## src/sv/v3alu_pkg.sv

```systemverilog
// ----------------------------------------------------------------------------
// v3alu_pkg: shared types and helpers for the 3D vector unit
// Word layouts of both channels, opcode names, fixed-point rounding and
// 32-bit saturation used by the vector unit and its normalize lanes.
// ----------------------------------------------------------------------------
package v3alu_pkg;

  localparam logic [3:0] FUNC_ADD       = 4'd0;
  localparam logic [3:0] FUNC_SUB       = 4'd1;
  localparam logic [3:0] FUNC_SCALE     = 4'd2;
  localparam logic [3:0] FUNC_DOT       = 4'd3;
  localparam logic [3:0] FUNC_CROSS     = 4'd4;
  localparam logic [3:0] FUNC_LENGTH    = 4'd5;
  localparam logic [3:0] FUNC_NORMALIZE = 4'd6;
  localparam logic [3:0] FUNC_ROTATE    = 4'd7;
  localparam logic [3:0] FUNC_ABS       = 4'd8;

  // square root pipeline: one stage per result bit plus the rounding stage
  localparam int ISQRT_LAT = 33;

  localparam logic signed [65:0] SAT_MAX = 66'sd2147483647;
  localparam logic signed [65:0] SAT_MIN = -66'sd2147483648;

  typedef struct packed {
    logic [3:0]         func;
    logic signed [31:0] a_x;
    logic signed [31:0] a_y;
    logic signed [31:0] a_z;
    logic signed [31:0] b_x;
    logic signed [31:0] b_y;
    logic signed [31:0] b_z;
    logic signed [31:0] scale;
  } v3alu_in_t;

  typedef struct packed {
    logic signed [31:0] r_x;
    logic signed [31:0] r_y;
    logic signed [31:0] r_z;
    logic signed [31:0] r_scalar;
    logic               zero_length;
    logic               overflow;
  } v3alu_out_t;

  // latency of one normalize unit: squares, sum, root, dividend, divide, sign
  function automatic int norm_lat(input int fb);
    return fb + ISQRT_LAT + 5;
  endfunction

  // drop fb fraction bits, rounding half up
  function automatic logic signed [65:0] qround(input logic signed [65:0] v, input int fb);
    logic signed [65:0] half;
    half = 66'sd1 <<< (fb - 1);
    return (v + half) >>> fb;
  endfunction

  // returns {saturated, value}
  function automatic logic [32:0] sat32(input logic signed [65:0] v);
    logic [32:0] res;
    if (v > SAT_MAX) begin
      res = {1'b1, 32'h7fff_ffff};
    end else if (v < SAT_MIN) begin
      res = {1'b1, 32'h8000_0000};
    end else begin
      res = {1'b0, v[31:0]};
    end
    return res;
  endfunction

endpackage

```

## src/sv/v3alu_delay.sv

```systemverilog
// ----------------------------------------------------------------------------
// v3alu_delay: fixed-length shift line
// Passes a word through DEPTH registers to line it up with a longer pipeline path.
// ----------------------------------------------------------------------------
module v3alu_delay import v3alu_pkg::*; #(
  parameter int WIDTH = 32,
  parameter int DEPTH = 2
) (
  input  logic             clk,
  input  logic [WIDTH-1:0] d_i,
  output logic [WIDTH-1:0] q_o
);

  logic [WIDTH-1:0] sr_r [DEPTH];

  always_ff @(posedge clk) begin
    sr_r[0] <= d_i;
    for (int i = 1; i < DEPTH; i++) begin
      sr_r[i] <= sr_r[i-1];
    end
  end

  assign q_o = sr_r[DEPTH-1];

endmodule

```

## config.mk

```make
export PLATFORM = sky130hd
export DESIGN_NAME = v3alu_delay
export DESIGN_NICKNAME = d
export VERILOG_FILES = /design/src/sv/v3alu_pkg.sv /design/src/sv/v3alu_delay.sv
export SDC_FILE = /design/constraint.sdc
export NUM_CORES = 1
export LEC_CHECK = 0
export ABC_AREA = 1
export BUFFER_PORTS_ARGS = -buffer_cell sky130_fd_sc_hd__buf_2
export CELL_PAD_IN_SITES_DETAIL_PLACEMENT = 0
export CELL_PAD_IN_SITES_GLOBAL_PLACEMENT = 1
export CORE_MARGIN = 10
export CORE_UTILIZATION = 32
export DETAILED_ROUTE_END_ITERATION = 16
export GPL_ROUTABILITY_DRIVEN = 0
export GPL_TIMING_DRIVEN = 0
export PLACE_DENSITY_LB_ADDON = 0.1
export SETUP_SLACK_MARGIN = 0.02
export SLEW_MARGIN = 10
export SYNTH_ARGS = -nofsm -noshare
export SYNTH_HDL_FRONTEND = slang
export SYNTH_SLANG_ARGS = --single-unit
```

## constraint.sdc

```tcl
create_clock -name clk -period 0.8 [get_ports clk]
set_clock_uncertainty 0.05 [all_clocks]
set_input_delay 0.08 -clock clk [delete_from_list [all_inputs] [get_ports clk]]
set_output_delay 0.08 -clock clk [all_outputs]
set_load 0.02 [all_outputs]
```

After elaboration in Yosys (flattened, before gate mapping). Memory sizes are Yosys's and may differ from the RTL's. Cells that the tools add are included.

Bits in registers: 0. Memory bits (writable): 64. Output and inout port bits: 32. Word-level logic and storage cells: 1. Memories kept: 1.

Memory list: sr_r (words 2, bits a word 32, rd ports 2, clocked after memory_dff 0, wr ports 2, RTL line v3alu_delay.sv:14) `logic [WIDTH-1:0] sr_r [DEPTH];`.

Depth between registers and ports, before layout. Gate-level depths: netlist (run 1).

Word-level depth: 0. Depth in mapped cells: 1.

Least setup slack after synthesis (run 1). No wires, ideal clock.

Kind: register to output. From: mem sr_r[1][0], in the netlist sr_r[0][32]. To: out q_o[0]. Arrival time: 0.416 ns. Required time: 0.670 ns. Path slack: 0.254 ns. Stages on the path, launching flop included: 2. Cell sequence: dfxtp_1 buf_4.

RTL lines: start, declared (RTL line v3alu_delay.sv:14); end, declared (RTL line v3alu_delay.sv:11) `output logic [WIDTH-1:0] q_o`.

==> metrics.txt, run 1 <==
placed inst area=~0.0019 mm^2; Chip Width=88.96 um; # setup viols final=32; Placed Cells=~210; Worst Path Required=between 0.6 and 0.7 ns; initial antenna violation count=0; status=finished, violations left; vias per cell=around 3.5; f_max=between 1 and 1.5 GHz; IO Count=65; top flop regs=sr_r x64; multiplexer area fraction after synthesis=0%; Max FO, Critical Path=1; Multi-In Gates=0; non-filler cells, final=230; syn_area_per_cell=15.85 um^2; setup ws final=-0.09289 ns; Tcrit/Tclk final=111.6%; Final min period=around 0.89 ns; # H-tree levels=3; Max-Slew Margin vs Limit=~93%; r2r worst-path depth=0; critical path cell sequence=buf_6; Largest register FFs=64; max-slew violations=0; GRT Resource Usage Total=7.752%; Hold Vio Cnt, Final=0; top cell type's share of synthesized area=84.21%; violated checks=negative setup slack; hold crit path type=reg2reg; sw power=1318 uW; DRT antenna net count=0; max_cap viols=0; Levels on crit path=1; crit-path max cell delay=0.32 ns; hold depth=0; layout cells sized above 1=62.50%; clk_lat worst skew=~0.32 ns; total wire length=about 2.8 mm; clk root buf=clkbuf_8; core region area=0.004661 mm^2; Synth area leaders=dfxtp_1 (84%), buf_4 (16%); pwr/cell area=roughly 2700 mW/mm^2; post-synthesis cell area=between 0.0015 and 0.002 mm^2; Place WS=between 0.1 and 0.15 ns; Worst-Margin Slew=between 0.1 and 0.15 ns; # rows=25; commonest non-fill, non-tap cells in the layout=dlygate4sd3_1 (32), buf_2 (32), buf_6 (32), dfxtp_1 (32), dfxtp_2 (32); die area=a little under 0.008 mm^2; Yosys Warn Count=0; first-pass GRT wire length=4.305 mm; Starting Density=around a third; P_leak=between 0.001 and 0.0015 uW; combinational share of power=between 7 and 8%; Synth Area in Compound Gates=0%; cell count after synthesis=96; Synth Area in Simple Gates=0%; CP Class=reg2out; area share of fa/ha/maj cells after synthesis=0%; remaining global-route overflow=0; largest family of logic cells by synthesized area=buffers and inverters; R2R Setup Slk=0.34 ns; area leader, netlist=dfxtp_1; Buffers on Ports=64; initial drt markers=20; fill count=~400; internal cell power=between 5000 and 6000 uW; Total Power=about 6600 uW; sequential power share=a little over half; Synth Area in XOR/XNOR=0%; cell area after layout=~0.0024 mm^2; Switching Fraction=about a fifth; CTS max path bufs=2; critical path arrival=roughly 0.76 ns; # DRC=0; drt wl/cell=around 12 um; Clk pin slew, worst setup/hold paths=~0.060 ns; Hold WS=about 0.27 ns; Area Overhead vs Synth=59.62%; CP startpoint kind=flip-flop; # clock sinks=64; largest net degree at the start of global routing=11; Biggest register=sr_r; Critical-path top delay cell=dfxtp_2; Die H=just under 90 um; Clk pwr share=40.6%; Yosys reg bits=64; post-synthesis sequential area ratio=approximately 84%; CTS tree=done; Ant. Diodes=0; Syn Nets=129; RSZ-0062 raised after global routing=true; crit path buf inv count=1; routed vias=802; Inserted Clock Buffers=9; post-synth cell types=2; First-pass DRT Iterations=3; critical path's top delay family=flip-flops; vias in the first global route=slightly above 900; Max IR drop VDD=0.001786 V; Worst Setup End Kind=primary output; multi-input logic area=0 um^2; Net count, final=204
## cells by family (layout without fill, tap and decap cells)
| family | count (synthesis) | in the layout |
|---|---|---|
| buffers and inverters | 32 | 112 |
| flip-flops | 64 | 64 |
## cells in the mapped netlist, drive strengths merged
| cell type | count |
|---|---|
| buf | 32 |
| dfxtp | 64 |
## routing by layer
layer / global-route usage [%] / up-vias / share of wire, %
li1: - / 410 / -
met1: 7.287 / 346 / 40
met2: 11.37 / 40 / 48
met3: 5.925 / 6 / 11
met4: 5.636 / 0 / 1.8
met5: 0 / - / 0
## path summary, 6_finish.rpt
| kind | startpoint | to |
|---|---|---|
| min | sr_r[0][10] | sr_r[0][42] |
| max | sr_r[0][59] | q_o[27] |
| min reg2reg | sr_r[0][10] | sr_r[0][42] |
| max reg2reg | sr_r[0][19] | sr_r[0][51] |
## through the flow
stage / setup TNS [ns] / util (%)
floorplan: 0 / -
global placement: 0 / 40.97
detailed placement: 0 / 40.97
CTS: -3.619 / 52.11
global route: -4.031 / 52.11
finish: -2.782 / 52.11
## power by group through the flow
stage	registers [uW]	logic [uW]	clock network, uW
final	3430	490	2680
after global routing	3450	522	2970
after CTS	3430	497	2800
after detailed placement	3470	388	0
after global placement	3460	385	0
after floorplan	3460	232	0
## layout make-up
| cell class | instances | area, um^2 | area share, % |
|---|---|---|---|
| timing repair buffer | 96 | 840.8 | 34.62 |
| tap | 54 | 67.56 | 2.782 |
| clock inverter | 3 | 40.04 | 1.649 |
| clock buffer | 13 | 158.9 | 6.543 |
| sequential | 64 | 1321 | 54.41 |
## repair_timing
action / CTS / global route
gates resized for setup: 96 / 0
setup endpoints to repair: 32 / 32
setup buffers: 0 / 0
hold endpoints to repair: 32 / 0
hold buffers: 32 / 0
(Power assumes the default switching activity.)
==> run 2: changes to the inputs <==
Settings changed: SKIP_CTS_REPAIR_TIMING set to 1.
==> run 2 against run 1 <==
  * The run still ends with negative setup slack left
  * Power barely moved
  * Highest routed layer unchanged
  * First-iteration DRC count fell by 10%
  * Flip-flop and latch count did not move
  * Via count rose by 0.25%
  * Sequential share of layout area did not move
  * Sequential power barely moved
  * Fmax barely moved
  * Critical endpoint is now q_o[16]
  * Largest cell class unchanged
  * Critical path depth did not move
  * Critical path type unchanged
  * Worst hold slack barely moved
==> metrics.txt, run 2 (synthesis results as in run 1) <==
P_leak=0.001097 uW (unchanged); clk_lat worst skew=0.32 ns (about the same); initial drt markers=18 (-10%); clk root buf=clkbuf_8; placed inst area=0.001909 mm^2 (unchanged); critical path's top delay family=flip-flops; crit path buf inv count=1 (unchanged); Critical-path top delay cell=dfxtp_2; max_cap viols=0 (unchanged); largest net degree at the start of global routing=11 (unchanged); Clk pin slew, worst setup/hold paths=0.06 ns (about the same); Max FO, Critical Path=1 (unchanged); r2r worst-path depth=0 (unchanged); GRT Resource Usage Total=7.033% (-0.72 points); Net count, final=204 (unchanged); CTS tree=done; fin util=52.11% (unchanged); pwr/cell area=2719 mW/mm^2 (about the same); Worst-Margin Slew=0.1017 ns (+0.00003886 ns); multi-input logic area=0 um^2 (unchanged); # DRC=0 (unchanged); vias per cell=3.496 (+0.25%); hold crit path type=reg2reg; drt wl/cell=11.99 um (-0.11%); met3 Use GR=6.746% (+0.82 points); Largest register FFs=64 (unchanged); # setup viols final=32 (unchanged); Worst Setup End Kind=primary output; f_max=1.120 GHz (about the same); remaining global-route overflow=0 (unchanged); Worst Path Required=0.67 ns (about the same); max-slew violations=0 (unchanged); CP startpoint kind=flip-flop; critical path arrival=0.76 ns (about the same); setup ws final=-0.09247 ns (+0.0004274 ns); core region area=0.004661 mm^2 (unchanged); commonest non-fill, non-tap cells in the layout=dlygate4sd3_1 (32), buf_2 (32), buf_6 (32), dfxtp_1 (32), dfxtp_2 (32); Hold Vio Cnt, Final=0 (unchanged); crit path capture=q_o[16]; Starting Density=32.64% (unchanged); first-pass GRT wire length=3.843 mm (-11%); crit-path max cell delay=0.32 ns (about the same); Final min period=0.8925 ns (-0.0004274 ns); Tcrit/Tclk final=111.6% (about the same); Buffers on Ports=64 (unchanged); top flop regs=sr_r x64; Placed Cells=214 (unchanged); Max-Slew Margin vs Limit=93.22% (about the same); IO Count=65 (unchanged); RSZ-0062 raised after global routing=true; Biggest register=sr_r; Multi-In Gates=0 (unchanged); total wire length=2.758 mm (-0.11%); DRT antenna net count=0 (unchanged); # clock sinks=64 (unchanged); worst r2r dst=sr_r[0][51]; CP Class=reg2out; CTS max path bufs=2 (unchanged); Area Overhead vs Synth=59.62% (unchanged); GR peak layer=met2; Chip Width=88.96 um (unchanged); First-pass DRT Iterations=3 (unchanged); layout cells sized above 1=62.50% (unchanged); die area=0.007913 mm^2 (unchanged); # rows=25 (unchanged); Ant. Diodes=0 (unchanged); Die H=88.96 um (unchanged); critical path cell sequence=buf_6; # H-tree levels=3 (unchanged); FF-to-FF Start=sr_r[0][19]; Inserted Clock Buffers=9 (unchanged); GR Util met1=5.876% (-1.4 points); initial antenna violation count=0 (unchanged); cell area after layout=0.002429 mm^2 (unchanged); Max IR drop VDD=0.001787 V (about the same); violated checks=negative setup slack; vias in the first global route=859 (-7.9%); routed vias=804 (+0.25%); grt met2 use=9.973% (-1.4 points); R2R Setup Slk=0.34 ns (about the same); Levels on crit path=1 (unchanged); Place WS=0.1222 ns (unchanged); CP Launch Point=sr_r[0][48]; non-filler cells, final=230 (unchanged); status=finished, violations left
run 2: cell counts in the layout (fill, tap and decap cells not counted):
No cell type changed its count.
run 2: power by group:
part / leakage (uW) / total (uW) / switching [uW] / internal [uW]
combinational: 0.000453 / 490 / 181 / 309
sequential: 0.000540 / 3430 / 54.4 / 3380
clock: 0.000103 / 2680 / 1080 / 1600
total: 0.00110 / 6600 / 1320 / 5290
run 2: per-layer routing:
| metal | part of all wire, % | wire [um] |
|---|---|---|
| met4 | 1.8 | 49 |
| met3 | 11 | 307 |
| met2 | 48 | 1318 |
| met1 | 39 | 1082 |
| met5 | 0 | 0 |
run 2: worst min path at each step:
stage / start / end / slack, ns / depth (start not counted)
2_1_floorplan: d_i[0] / sr_r[0][0] / 0.06 / 0
3_3_place_gp: d_i[13] / sr_r[0][13] / 0.13 / 1
3_5_place_dp: d_i[21] / sr_r[0][21] / 0.13 / 1
4_1_cts: d_i[19] / sr_r[0][19] / -0.22 / 1
5_1_grt: sr_r[0][5] / sr_r[0][37] / 0.28 / 0
6_report: sr_r[0][10] / sr_r[0][42] / 0.27 / 0
run 2: cell type report:
type | instances | area (um^2)
Clock inverter | 3 | 40.04
Timing Repair Buffer | 96 | 840.8
Fill cell | 405 | 2232
Tap cell | 54 | 67.56
Sequential cell | 64 | 1321
Clock buffer | 13 | 158.9
run 2: stage by stage:
stage	hold slack [ns]	TNS (ns)	power, uW
2_1_floorplan	0.05772	0	3688
3_3_place_gp	0.1327	0	3847
3_5_place_dp	0.1336	0	3857
4_1_cts	-0.2196	-7.628	6588
5_1_grt	0.2788	-4.074	6934
6_report	0.2723	-2.781	6604
